### config.mk
export PLATFORM = sky130hd
export DESIGN_NAME = battery_protection_supervisor_top
export DESIGN_NICKNAME = d
export VERILOG_FILES = /design/src/bps_pkg.sv /design/src/bps_cfg_regs.sv /design/src/bps_eval.sv /design/src/battery_protection_supervisor_top.sv
export SDC_FILE = /design/constraint.sdc
export NUM_CORES = 1
export LEC_CHECK = 0
export ABC_AREA = 1
export BUFFER_PORTS_ARGS = -buffer_cell sky130_fd_sc_hd__buf_2
export CAP_MARGIN = 0
export CORE_MARGIN = 2
export CORE_UTILIZATION = 40
export CTS_CLUSTER_SIZE = 24
export DETAILED_ROUTE_END_ITERATION = 12
export HOLD_SLACK_MARGIN = 0.15
export PLACE_DENSITY = 0.67
export REMOVE_ABC_BUFFERS = 1
export SLEW_MARGIN = 20
export SYNTH_ARGS = -nofsm -noshare
export SYNTH_HDL_FRONTEND = slang
export SYNTH_SLANG_ARGS = --single-unit
### constraint.sdc
create_clock -name clk -period 2.9 [get_ports clk]
set_input_delay 0.29 -clock clk [delete_from_list [all_inputs] [get_ports clk]]
set_output_delay 0.29 -clock clk [all_outputs]
set_load 0.01 [all_outputs]
### src/bps_pkg.sv
// ----------------------------------------------------------------------------
// bps_pkg
// Shared types and constants for the battery protection supervisor.
// ----------------------------------------------------------------------------
`default_nettype none

package bps_pkg;

    localparam int TEMP_W   = 12;
    localparam int VOLT_W   = 14;
    localparam int PER_W    = 4;
    localparam int FAULT_W  = 16;
    localparam int STAT_W   = 3;
    localparam int CFG_IDX_W  = 3;
    localparam int CFG_DATA_W = 14;
    localparam int IN_TDATA_W  = 32;
    localparam int OUT_TDATA_W = 32;

    localparam logic [STAT_W-1:0] ST_NORMAL    = 3'd0;
    localparam logic [STAT_W-1:0] ST_TEMP_HIGH = 3'd1;
    localparam logic [STAT_W-1:0] ST_TEMP_LOW  = 3'd2;
    localparam logic [STAT_W-1:0] ST_VOLT_HIGH = 3'd3;
    localparam logic [STAT_W-1:0] ST_VOLT_LOW  = 3'd4;

    localparam logic [CFG_IDX_W-1:0] REG_TEMP_CUTOFF_HIGH   = 3'd0;
    localparam logic [CFG_IDX_W-1:0] REG_TEMP_WARN_HIGH     = 3'd1;
    localparam logic [CFG_IDX_W-1:0] REG_TEMP_NO_CHARGE_LOW = 3'd2;
    localparam logic [CFG_IDX_W-1:0] REG_TEMP_CUTOFF_LOW    = 3'd3;
    localparam logic [CFG_IDX_W-1:0] REG_VOLT_FULL_MV       = 3'd4;
    localparam logic [CFG_IDX_W-1:0] REG_VOLT_LOW_MV        = 3'd5;
    localparam logic [CFG_IDX_W-1:0] REG_VOLT_EMPTY_MV      = 3'd6;
    localparam logic [CFG_IDX_W-1:0] REG_VOLT_CHECK_PERIOD  = 3'd7;

    // temperature hysteresis in 0.1 C, voltage hysteresis in mV
    localparam logic signed [TEMP_W:0] TEMP_HYST = 13'sd50;
    localparam logic [VOLT_W:0]        VOLT_HYST = 15'd300;
    localparam logic [FAULT_W-1:0]     FAULT_MAX = 16'hFFFF;

    typedef struct packed {
        logic signed [TEMP_W-1:0] temp_cutoff_high;
        logic signed [TEMP_W-1:0] temp_warn_high;
        logic signed [TEMP_W-1:0] temp_no_charge_low;
        logic signed [TEMP_W-1:0] temp_cutoff_low;
        logic [VOLT_W-1:0]        volt_full_mv;
        logic [VOLT_W-1:0]        volt_low_mv;
        logic [VOLT_W-1:0]        volt_empty_mv;
        logic [PER_W-1:0]         volt_check_period;
    } cfg_t;

    localparam cfg_t CFG_RESET = '{
        temp_cutoff_high:   12'sd600,
        temp_warn_high:     12'sd500,
        temp_no_charge_low: 12'sd0,
        temp_cutoff_low:    -12'sd100,
        volt_full_mv:       14'd8400,
        volt_low_mv:        14'd6600,
        volt_empty_mv:      14'd6000,
        volt_check_period:  4'd5
    };

    typedef struct packed {
        logic                charge_enable;
        logic                discharge_enable;
        logic [STAT_W-1:0]   battery_status;
        logic [FAULT_W-1:0]  fault_counter;
        logic [PER_W-1:0]    tick_counter;
    } state_t;

    localparam state_t STATE_RESET = '{
        charge_enable:    1'b1,
        discharge_enable: 1'b1,
        battery_status:   ST_NORMAL,
        fault_counter:    '0,
        tick_counter:     '0
    };

    // packed so that status_code lands in the lowest bits
    typedef struct packed {
        logic               volt_checked;
        logic               volt_critical_alarm;
        logic               temp_warning_alarm;
        logic               temp_critical_alarm;
        logic [FAULT_W-1:0] faults_seen;
        logic               discharge_allowed;
        logic               charge_allowed;
        logic [STAT_W-1:0]  status_code;
    } result_t;

endpackage

`default_nettype wire

### src/bps_cfg_regs.sv
// ----------------------------------------------------------------------------
// bps_cfg_regs
// Limit and period registers, written through the plain write port.
// ----------------------------------------------------------------------------
`default_nettype none

module bps_cfg_regs (
    input  wire logic                              clk,
    input  wire logic                              rst_n,
    input  wire logic                              cfg_we,
    input  wire logic [bps_pkg::CFG_IDX_W-1:0]     cfg_index,
    input  wire logic [bps_pkg::CFG_DATA_W-1:0]    cfg_data,
    output bps_pkg::cfg_t                          cfg
);
    import bps_pkg::*;

    cfg_t cfg_reg;
    cfg_t cfg_next;

    always_comb
    begin
        cfg_next = cfg_reg;
        if (cfg_we)
        begin
            case (cfg_index)
                REG_TEMP_CUTOFF_HIGH:   cfg_next.temp_cutoff_high   = cfg_data[TEMP_W-1:0];
                REG_TEMP_WARN_HIGH:     cfg_next.temp_warn_high     = cfg_data[TEMP_W-1:0];
                REG_TEMP_NO_CHARGE_LOW: cfg_next.temp_no_charge_low = cfg_data[TEMP_W-1:0];
                REG_TEMP_CUTOFF_LOW:    cfg_next.temp_cutoff_low    = cfg_data[TEMP_W-1:0];
                REG_VOLT_FULL_MV:       cfg_next.volt_full_mv       = cfg_data[VOLT_W-1:0];
                REG_VOLT_LOW_MV:        cfg_next.volt_low_mv        = cfg_data[VOLT_W-1:0];
                REG_VOLT_EMPTY_MV:      cfg_next.volt_empty_mv      = cfg_data[VOLT_W-1:0];
                REG_VOLT_CHECK_PERIOD:  cfg_next.volt_check_period  = cfg_data[PER_W-1:0];
                default:                cfg_next = cfg_reg;
            endcase
        end
    end

    always_ff @(posedge clk or negedge rst_n)
    begin
        if (!rst_n)
            cfg_reg <= CFG_RESET;
        else
            cfg_reg <= cfg_next;
    end

    assign cfg = cfg_reg;

endmodule

`default_nettype wire

### src/bps_eval.sv
// ----------------------------------------------------------------------------
// bps_eval
// One tick of protection logic: temperature checks, periodic voltage check,
// status merge, next supervisor state and the result item.
// ----------------------------------------------------------------------------
`default_nettype none

module bps_eval (
    input  wire bps_pkg::cfg_t                     cfg,
    input  wire bps_pkg::state_t                   state,
    input  wire logic signed [bps_pkg::TEMP_W-1:0] temp_tenths_c,
    input  wire logic [bps_pkg::VOLT_W-1:0]        volt_mv,
    output bps_pkg::state_t                        state_next,
    output bps_pkg::result_t                       result
);
    import bps_pkg::*;

    logic signed [TEMP_W:0] t_ext;
    logic signed [TEMP_W:0] rec_hi;
    logic signed [TEMP_W:0] rec_lo;
    logic [VOLT_W:0]        v_rec;
    logic [PER_W-1:0]       tick_inc;
    logic [STAT_W-1:0]      t_stat;
    logic [STAT_W-1:0]      v_stat;
    logic                   chg;
    logic                   dis;
    logic [FAULT_W-1:0]     faults;
    logic                   a_tcrit;
    logic                   a_twarn;
    logic                   a_vcrit;
    logic                   checked;
    logic [PER_W-1:0]       tick;

    always_comb
    begin
        t_ext       = {temp_tenths_c[TEMP_W-1], temp_tenths_c};
        rec_hi      = {cfg.temp_warn_high[TEMP_W-1], cfg.temp_warn_high} - TEMP_HYST;
        rec_lo      = {cfg.temp_no_charge_low[TEMP_W-1], cfg.temp_no_charge_low} + TEMP_HYST;
        v_rec       = {1'b0, cfg.volt_low_mv} + VOLT_HYST;
        chg         = state.charge_enable;
        dis         = state.discharge_enable;
        faults      = state.fault_counter;
        t_stat      = ST_NORMAL;
        v_stat      = ST_NORMAL;
        a_tcrit     = 1'b0;
        a_twarn     = 1'b0;
        a_vcrit     = 1'b0;
        checked     = 1'b0;

        if (temp_tenths_c >= cfg.temp_cutoff_high)
        begin
            chg         = 1'b0;
            dis         = 1'b0;
            if (faults != FAULT_MAX)
                faults = faults + 1'b1;
            a_tcrit     = 1'b1;
            t_stat      = ST_TEMP_HIGH;
        end
        else if (temp_tenths_c >= cfg.temp_warn_high)
        begin
            chg         = 1'b0;
            a_twarn     = 1'b1;
            t_stat      = ST_TEMP_HIGH;
        end
        else if (temp_tenths_c <= cfg.temp_cutoff_low)
        begin
            chg         = 1'b0;
            dis         = 1'b0;
            t_stat      = ST_TEMP_LOW;
        end
        else if (temp_tenths_c <= cfg.temp_no_charge_low)
        begin
            chg         = 1'b0;
            t_stat      = ST_TEMP_LOW;
        end
        else if (state.battery_status == ST_TEMP_HIGH || state.battery_status == ST_TEMP_LOW)
        begin
            if (t_ext < rec_hi && t_ext > rec_lo)
            begin
                chg    = 1'b1;
                dis    = 1'b1;
                faults = '0;
            end
        end

        tick_inc = state.tick_counter + 1'b1;
        tick     = tick_inc;
        if (tick_inc >= cfg.volt_check_period)
        begin
            checked = 1'b1;
            tick    = '0;
            if (volt_mv >= cfg.volt_full_mv)
            begin
                chg         = 1'b0;
                v_stat      = ST_VOLT_HIGH;
            end
            else if (volt_mv <= cfg.volt_empty_mv)
            begin
                dis         = 1'b0;
                a_vcrit     = 1'b1;
                v_stat      = ST_VOLT_LOW;
            end
            else if (volt_mv <= cfg.volt_low_mv)
            begin
                v_stat      = ST_VOLT_LOW;
            end
            else if (state.battery_status == ST_VOLT_LOW && {1'b0, volt_mv} >= v_rec)
            begin
                dis = 1'b1;
            end
        end

        state_next.charge_enable    = chg;
        state_next.discharge_enable = dis;
        state_next.battery_status   = (v_stat != ST_NORMAL) ? v_stat : t_stat;
        state_next.fault_counter    = faults;
        state_next.tick_counter     = tick;

        result.status_code         = state_next.battery_status;
        result.charge_allowed      = chg;
        result.discharge_allowed   = dis;
        result.faults_seen         = faults;
        result.temp_critical_alarm = a_tcrit;
        result.temp_warning_alarm  = a_twarn;
        result.volt_critical_alarm = a_vcrit;
        result.volt_checked        = checked;
    end

endmodule

`default_nettype wire

### src/battery_protection_supervisor_top.sv
// ----------------------------------------------------------------------------
// battery_protection_supervisor_top
// An accepted input is held in the input register, then its result in the
//   result register. Throughput: one item per cycle while m_tready is high.
// The state update for an item happens as it moves into the result register.
// Reset (rst_n, async, active low): limits to defaults, enables set,
//   status normal, fault and tick counters cleared, both stages empty.
// ----------------------------------------------------------------------------
`default_nettype none

module battery_protection_supervisor_top (
    input  wire logic                               clk,
    input  wire logic                               rst_n,
    input  wire logic                               s_tvalid,
    output logic                                    s_tready,
    // [11:0] temp_tenths_c, [25:12] volt_mv, [31:26] zero
    input  wire logic [bps_pkg::IN_TDATA_W-1:0]     s_tdata,
    output logic                                    m_tvalid,
    input  wire logic                               m_tready,
    // [2:0] status_code, [3] charge_allowed, [4] discharge_allowed,
    // [20:5] faults_seen, [21] temp_critical_alarm, [22] temp_warning_alarm,
    // [23] volt_critical_alarm, [24] volt_checked, [31:25] zero
    output logic [bps_pkg::OUT_TDATA_W-1:0]         m_tdata,
    input  wire logic                               cfg_we,
    input  wire logic [bps_pkg::CFG_IDX_W-1:0]      cfg_index,
    input  wire logic [bps_pkg::CFG_DATA_W-1:0]     cfg_data
);
    import bps_pkg::*;

    cfg_t                     cfg;
    state_t                   state_reg;
    state_t                   state_next;
    result_t                  result;
    result_t                  res_reg;
    logic                     res_valid_reg;
    logic                     in_valid_reg;
    logic signed [TEMP_W-1:0] temp_reg;
    logic [VOLT_W-1:0]        volt_reg;
    logic                     advance;
    logic                     in_fire;

    bps_cfg_regs u_cfg (
        .clk       (clk),
        .rst_n     (rst_n),
        .cfg_we    (cfg_we),
        .cfg_index (cfg_index),
        .cfg_data  (cfg_data),
        .cfg       (cfg)
    );

    bps_eval u_eval (
        .cfg           (cfg),
        .state         (state_reg),
        .temp_tenths_c (temp_reg),
        .volt_mv       (volt_reg),
        .state_next    (state_next),
        .result        (result)
    );

    assign advance  = in_valid_reg && (!res_valid_reg || m_tready);
    assign s_tready = !in_valid_reg || advance;
    assign in_fire  = s_tvalid && s_tready;

    always_ff @(posedge clk or negedge rst_n)
    begin
        if (!rst_n)
        begin
            in_valid_reg  <= 1'b0;
            res_valid_reg <= 1'b0;
            state_reg     <= STATE_RESET;
        end
        else
        begin
            if (in_fire)
                in_valid_reg <= 1'b1;
            else if (advance)
                in_valid_reg <= 1'b0;

            if (advance)
            begin
                res_valid_reg <= 1'b1;
                state_reg     <= state_next;
            end
            else if (m_tready)
            begin
                res_valid_reg <= 1'b0;
            end
        end
    end

    always_ff @(posedge clk)
    begin
        if (in_fire)
        begin
            temp_reg <= s_tdata[TEMP_W-1:0];
            volt_reg <= s_tdata[TEMP_W+VOLT_W-1:TEMP_W];
        end
        if (advance)
            res_reg <= result;
    end

    assign m_tvalid = res_valid_reg;
    assign m_tdata  = {{(OUT_TDATA_W-$bits(result_t)){1'b0}}, res_reg};

endmodule

`default_nettype wire
Yosys cells after proc, flatten, opt, wreduce, memory -nomap -nowiden --
Cells that the tools add are included.
Cells by class: equal/unequal tests 11, add/subtract/negate cells 5, $lt $le $gt $ge 11, bitwise operators 1, multiplexer cells 44, reductions and logical operators 22
Operators by type and width (count):
- $mux 16 | 7
- $le 14x14->1 | 2
- $mux 1 | 27
- $ge 12x12->1 | 2
- $le 12x12->1 | 2
- $mux 3 | 8
- $add 16x1->16 const B | 1
- $ne 16x16->1 const B | 1
- $reduce_and 2->1 | 8
- $add 14x9->15 const B | 1
- $eq 3x3->1 const B | 5
- $ge 14x15->1 | 1
- $ge 14x14->1 | 1
- $add 12x7->13 const B | 1
- $gt 12x13->1 | 1
- $lt 12x13->1 | 1
- $sub 12x7->13 const B | 1
- $eq 3x2->1 const B | 3
- $eq 3x1->1 const B | 2
- $add 4x1->4 const B | 1
- $ge 4x4->1 | 1
- $logic_and 1x1->1 | 4
- $mux 4 | 1
- $reduce_bool 2->1 | 2
- other kinds (7) | 10
Word-level totals: flip-flop bits (word level) 172

Depth between registers and ports, before layout --
depth in word-level cells 14, depth in mapped cells 23

Cells and area by module --
Synthesis repeated with hierarchy kept, for this count alone.
Unflattened totals: cells, all modules 1385, area, all modules 11283.3 µm²
Modules (own cells, without submodules):
- bps_eval | seq. area each 0.0 µm², times used 1, area each 4802.1 µm², cells each 782
- bps_cfg_regs | seq. area each 2398.6 µm², times used 1, area each 3749.8 µm², cells each 426
- battery_protection_supervisor_top | seq. area each 2209.6 µm², times used 1, area each 2731.4 µm², cells each 177

Worst setup path after synthesis --
OpenSTA, ideal clock, no wires.
path kind flip-flop to flip-flop, from reg u_cfg.cfg_reg (netlist bit u_cfg.cfg[59]), to reg res_reg (netlist bit m_tdata[5]) (data pin), slack 0.058 ns, cell stages (with the launch flop) 19, period minus slack after synthesis 2.842 ns, library setup time 0.263 ns, arrival 2.580 ns, path buffers 0, cells stage by stage dfrtp_1 -> ha_1 -> a21oi_1 -> nand2_1 -> nand4_1 -> nor3_1 -> xor2_1 -> ha_1 -> nand2_1 -> nor2_1 -> nand2_1 -> nor2_2 -> nand2_1 -> nand3_1 -> nand3_1 -> nor2_2 -> nand2_1 -> nor2_4 -> o21bai_2
RTL lines:
- start: declaration | line bps_cfg_regs.sv:17 | cfg_t cfg_reg;
- start signal: assignment | line bps_cfg_regs.sv:44 | cfg_reg <= cfg_next;
- end signal: assignment | line battery_protection_supervisor_top.sv:99 | res_reg <= result;
- end: declaration | line battery_protection_supervisor_top.sv:34 | result_t res_reg;

==> impl_metrics.toml <==
[timing]
fin_hold_ws_ps = 268
worst_slew_pin_slew_ps = 887
finalSetupViolations = 27
max_freq_mhz = 335
rsz0062_at_grt = "true"
hold_viol_final = 0
clock_skew_ps = 13.8
worst_slack_ps = -88.5
fin_crit_sh = 1.03
post-route-min-period_ps = 2990
maxSlewHeadroom = 0.407
slew_violations = 0

[grt]
grt_max_degree = 47
grt_pass1_wl_um = 43000
grt_usage = 0.190
grt_pass1_vias = 8912
antenna_found_initial = 2
grt_overflow = 0

[flow_run]
cap_violations = 0

[outcome]
violations = "negative setup slack"
status = "finished with violations"

[setup_path]
worst_r2r_path_depth = 20
worstSetupPathType = "flop to flop"
worstPathArrival_ps = 3180
end_kind = "flop"
cp-endpoint = "m_tdata[10]"
crit_required_ps = 3090
rr_startpoint = "u_cfg.cfg[59]"
rrSetupSlack_ps = -90
rr_endpoint = "m_tdata[10]"
crit_fanout = 5
startpoint_type = "flop"
crit_start = "u_cfg.cfg[59]"

[die]
fp.coreArea_um2 = 26800
rows = 60
io_pins = 88
die_area_um2 = 28500
fp.dieW_um = 169
die-height_um = 169
start_util = 0.406

[finish]
nets = 1648
layout_common_cells = "nand2_1 (326), inv_1 (207), ha_1 (132)"
fillers = 2478
drive_above_1_share = 0.191
layout_commonest_cell = "nand2_1"
largest_reg_flops = 94
synthToLayoutAreaGrowth_pct = 20.7

[yosys]
synth.avg_cell_area_um2 = 8.30
synth_edf_count = 51
syn_inst = 1311
netlist_area_um2 = 10900
yosys_register_bits = 172
ys_async_sr_fraction = 0.703
synth-seq-area-share = 0.423
synth_ff_type = "dfrtp_1"
yosysWarnings = 0
synth.distinct_cells = 47

[routing]
drc = 0
via_count = 8972
met2_length_um = 12400
drt-pass1-iter-count = 5
top_layer_used = "met4"
ant_nets = 0
drtIter0Drc = 515
wl_per_cell_um = 14.4
wl_um = 26200
viasPerCell = 4.94
route.met3.wl_um = 952
wl_met1_um = 12200

[power]
p_per_area_nw_per_um2 = 687
p_int_w = 0.00556
power.leakage_nw = 6.51
swShare = 0.383
p_total_w = 0.00902
p_comb_frac = 0.367
peakVddDrop_mv = 0.381
power_frac_clock = 0.249
seqPwrFrac = 0.383
power.switching_w = 0.00346

[cts]
numCtsBuffers = 17
path_clk_slew_ps = 70
insertion_delay_ps = 440
cts_tree = "done"
clkSinkCount = 172
cts_buffer_depth = 2
clock-root-buffer = "clkbuf_16"
htreeDepth = 4

[placement]
dp_hpwl_um = 19200
io_buffers = 74
place_congestion = 0.856

[min_path]
hold_class = "input port to flop"
==> power by group through the flow <==
stage | clock network [W] | logic, W | registers [W]
2_1_floorplan | 0 | 0.00208 | 0.00343
3_3_place_gp | 0 | 0.00291 | 0.00348
3_5_place_dp | 0 | 0.00303 | 0.00349
4_1_cts | 0.00229 | 0.00321 | 0.00346
5_1_grt | 0.00238 | 0.00381 | 0.00352
6_report | 0.00225 | 0.00331 | 0.00346
==> synth_stat cells (7+ instances only) <==
cell type	count	area, µm²
nand4_1	21	131
dfstp_2	39	1020
o21ai_0	118	591
clkbuf_1	16	60.1
buf_4	7	52.6
nand3_1	60	300
edfxtp_1	51	1530
inv_1	210	788
xor2_1	29	254
a21oi_1	51	255
nor3_1	12	60.1
dfrtp_1	82	2050
nand2_1	349	1310
nor2_2	9	56.3
ha_1	135	1690
nor2_1	54	203
==> worst min-delay path by stage <==
| stage | depth (start not counted) | from | endpoint |
|---|---|---|---|
| floorplan | 0 | rst_n | in_valid_reg |
| global placement | 1 | rst_n | state_reg[14] |
| detailed placement | 1 | rst_n | state_reg[14] |
| CTS | 3 | cfg_data[5] | u_cfg.cfg[23] |
| global route | 3 | cfg_data[5] | u_cfg.cfg[9] |
| finish | 3 | cfg_data[5] | u_cfg.cfg[63] |
==> per-stage QoR <==
step / util / setup slack, ps / TNS [ps] / instances / instance area [µm²]
4_1_cts: 0.484 / -52.7 / -327 / 1810 / 13000
3_5_place_dp: 0.442 / -154 / -3730 / 1739 / 11900
5_1_grt: 0.490 / -252 / -7520 / 1815 / 13100
6_report: 0.490 / -88.5 / -990 / 1815 / 13100
3_3_place_gp: 0.442 / -112 / -2290 / 1739 / 11900
2_1_floorplan: - / 46.3 / 0 / 1291 / 10800
==> cells by family (layout without fill, tap and decap cells) <==
logic type | Yosys count | in the layout | share of synthesized area
simple gates | 532 | 533 | 0.211
compound gates | 198 | 198 | 0.0971
xor+xnor | 32 | 32 | 0.0258
fa+ha+maj | 135 | 135 | 0.155
other cells | 1 | 9 | 0.000345
buf+inv | 241 | 395 | 0.0869
flops | 172 | 172 | 0.423
==> cell type report <==
| type | instances | area [µm²] | share of cell area |
|---|---|---|---|
| inverter | 215 | 815 | 0.0620 |
| multi-input combinational | 905 | 5650 | 0.430 |
| timing repair buffer | 148 | 1060 | 0.0810 |
| sequential | 172 | 4610 | 0.351 |
| clock buffer | 17 | 425 | 0.0324 |
| clock inverter | 15 | 146 | 0.0111 |
| antenna | 2 | 5.00 | 0.000381 |
| tap | 341 | 427 | 0.0325 |
==> what timing repair did <==
action                     in CTS  in global routing
hold buffers                   35                  0
gates cloned                    1                  0
pin swaps                      27                 29
gates resized for setup        46                 39
hold endpoints to repair       71                  0
setup endpoints to repair      36                 36
setup buffers                   3                  3
==> worst max-delay path: stages (launching register included) <==
cell and delay [ps]:
dfrtp_1 400, ha_2 210, a21oi_2 140, nand2_1 90
nand4_1 130, buf_4 130, xor2_1 160, ha_1 260
nand2_2 80, nor2_4 40, nand2_2 70, nor2_4 40
buf_4 130, a21oi_2 140, nand2_1 70, nor2_1 100
nand2_1 90, nor2_4 170, nand2_4 120, nand2_1 100
a21boi_1 60
==> routing by layer <==
metal / track usage / vias up
met1: 0.245 / 4211
met5: 0 / -
met3: 0.0292 / 39
met4: 0.0720 / 0
li1: - / 4557
met2: 0.321 / 165
Power figures use the tool's default switching activity.
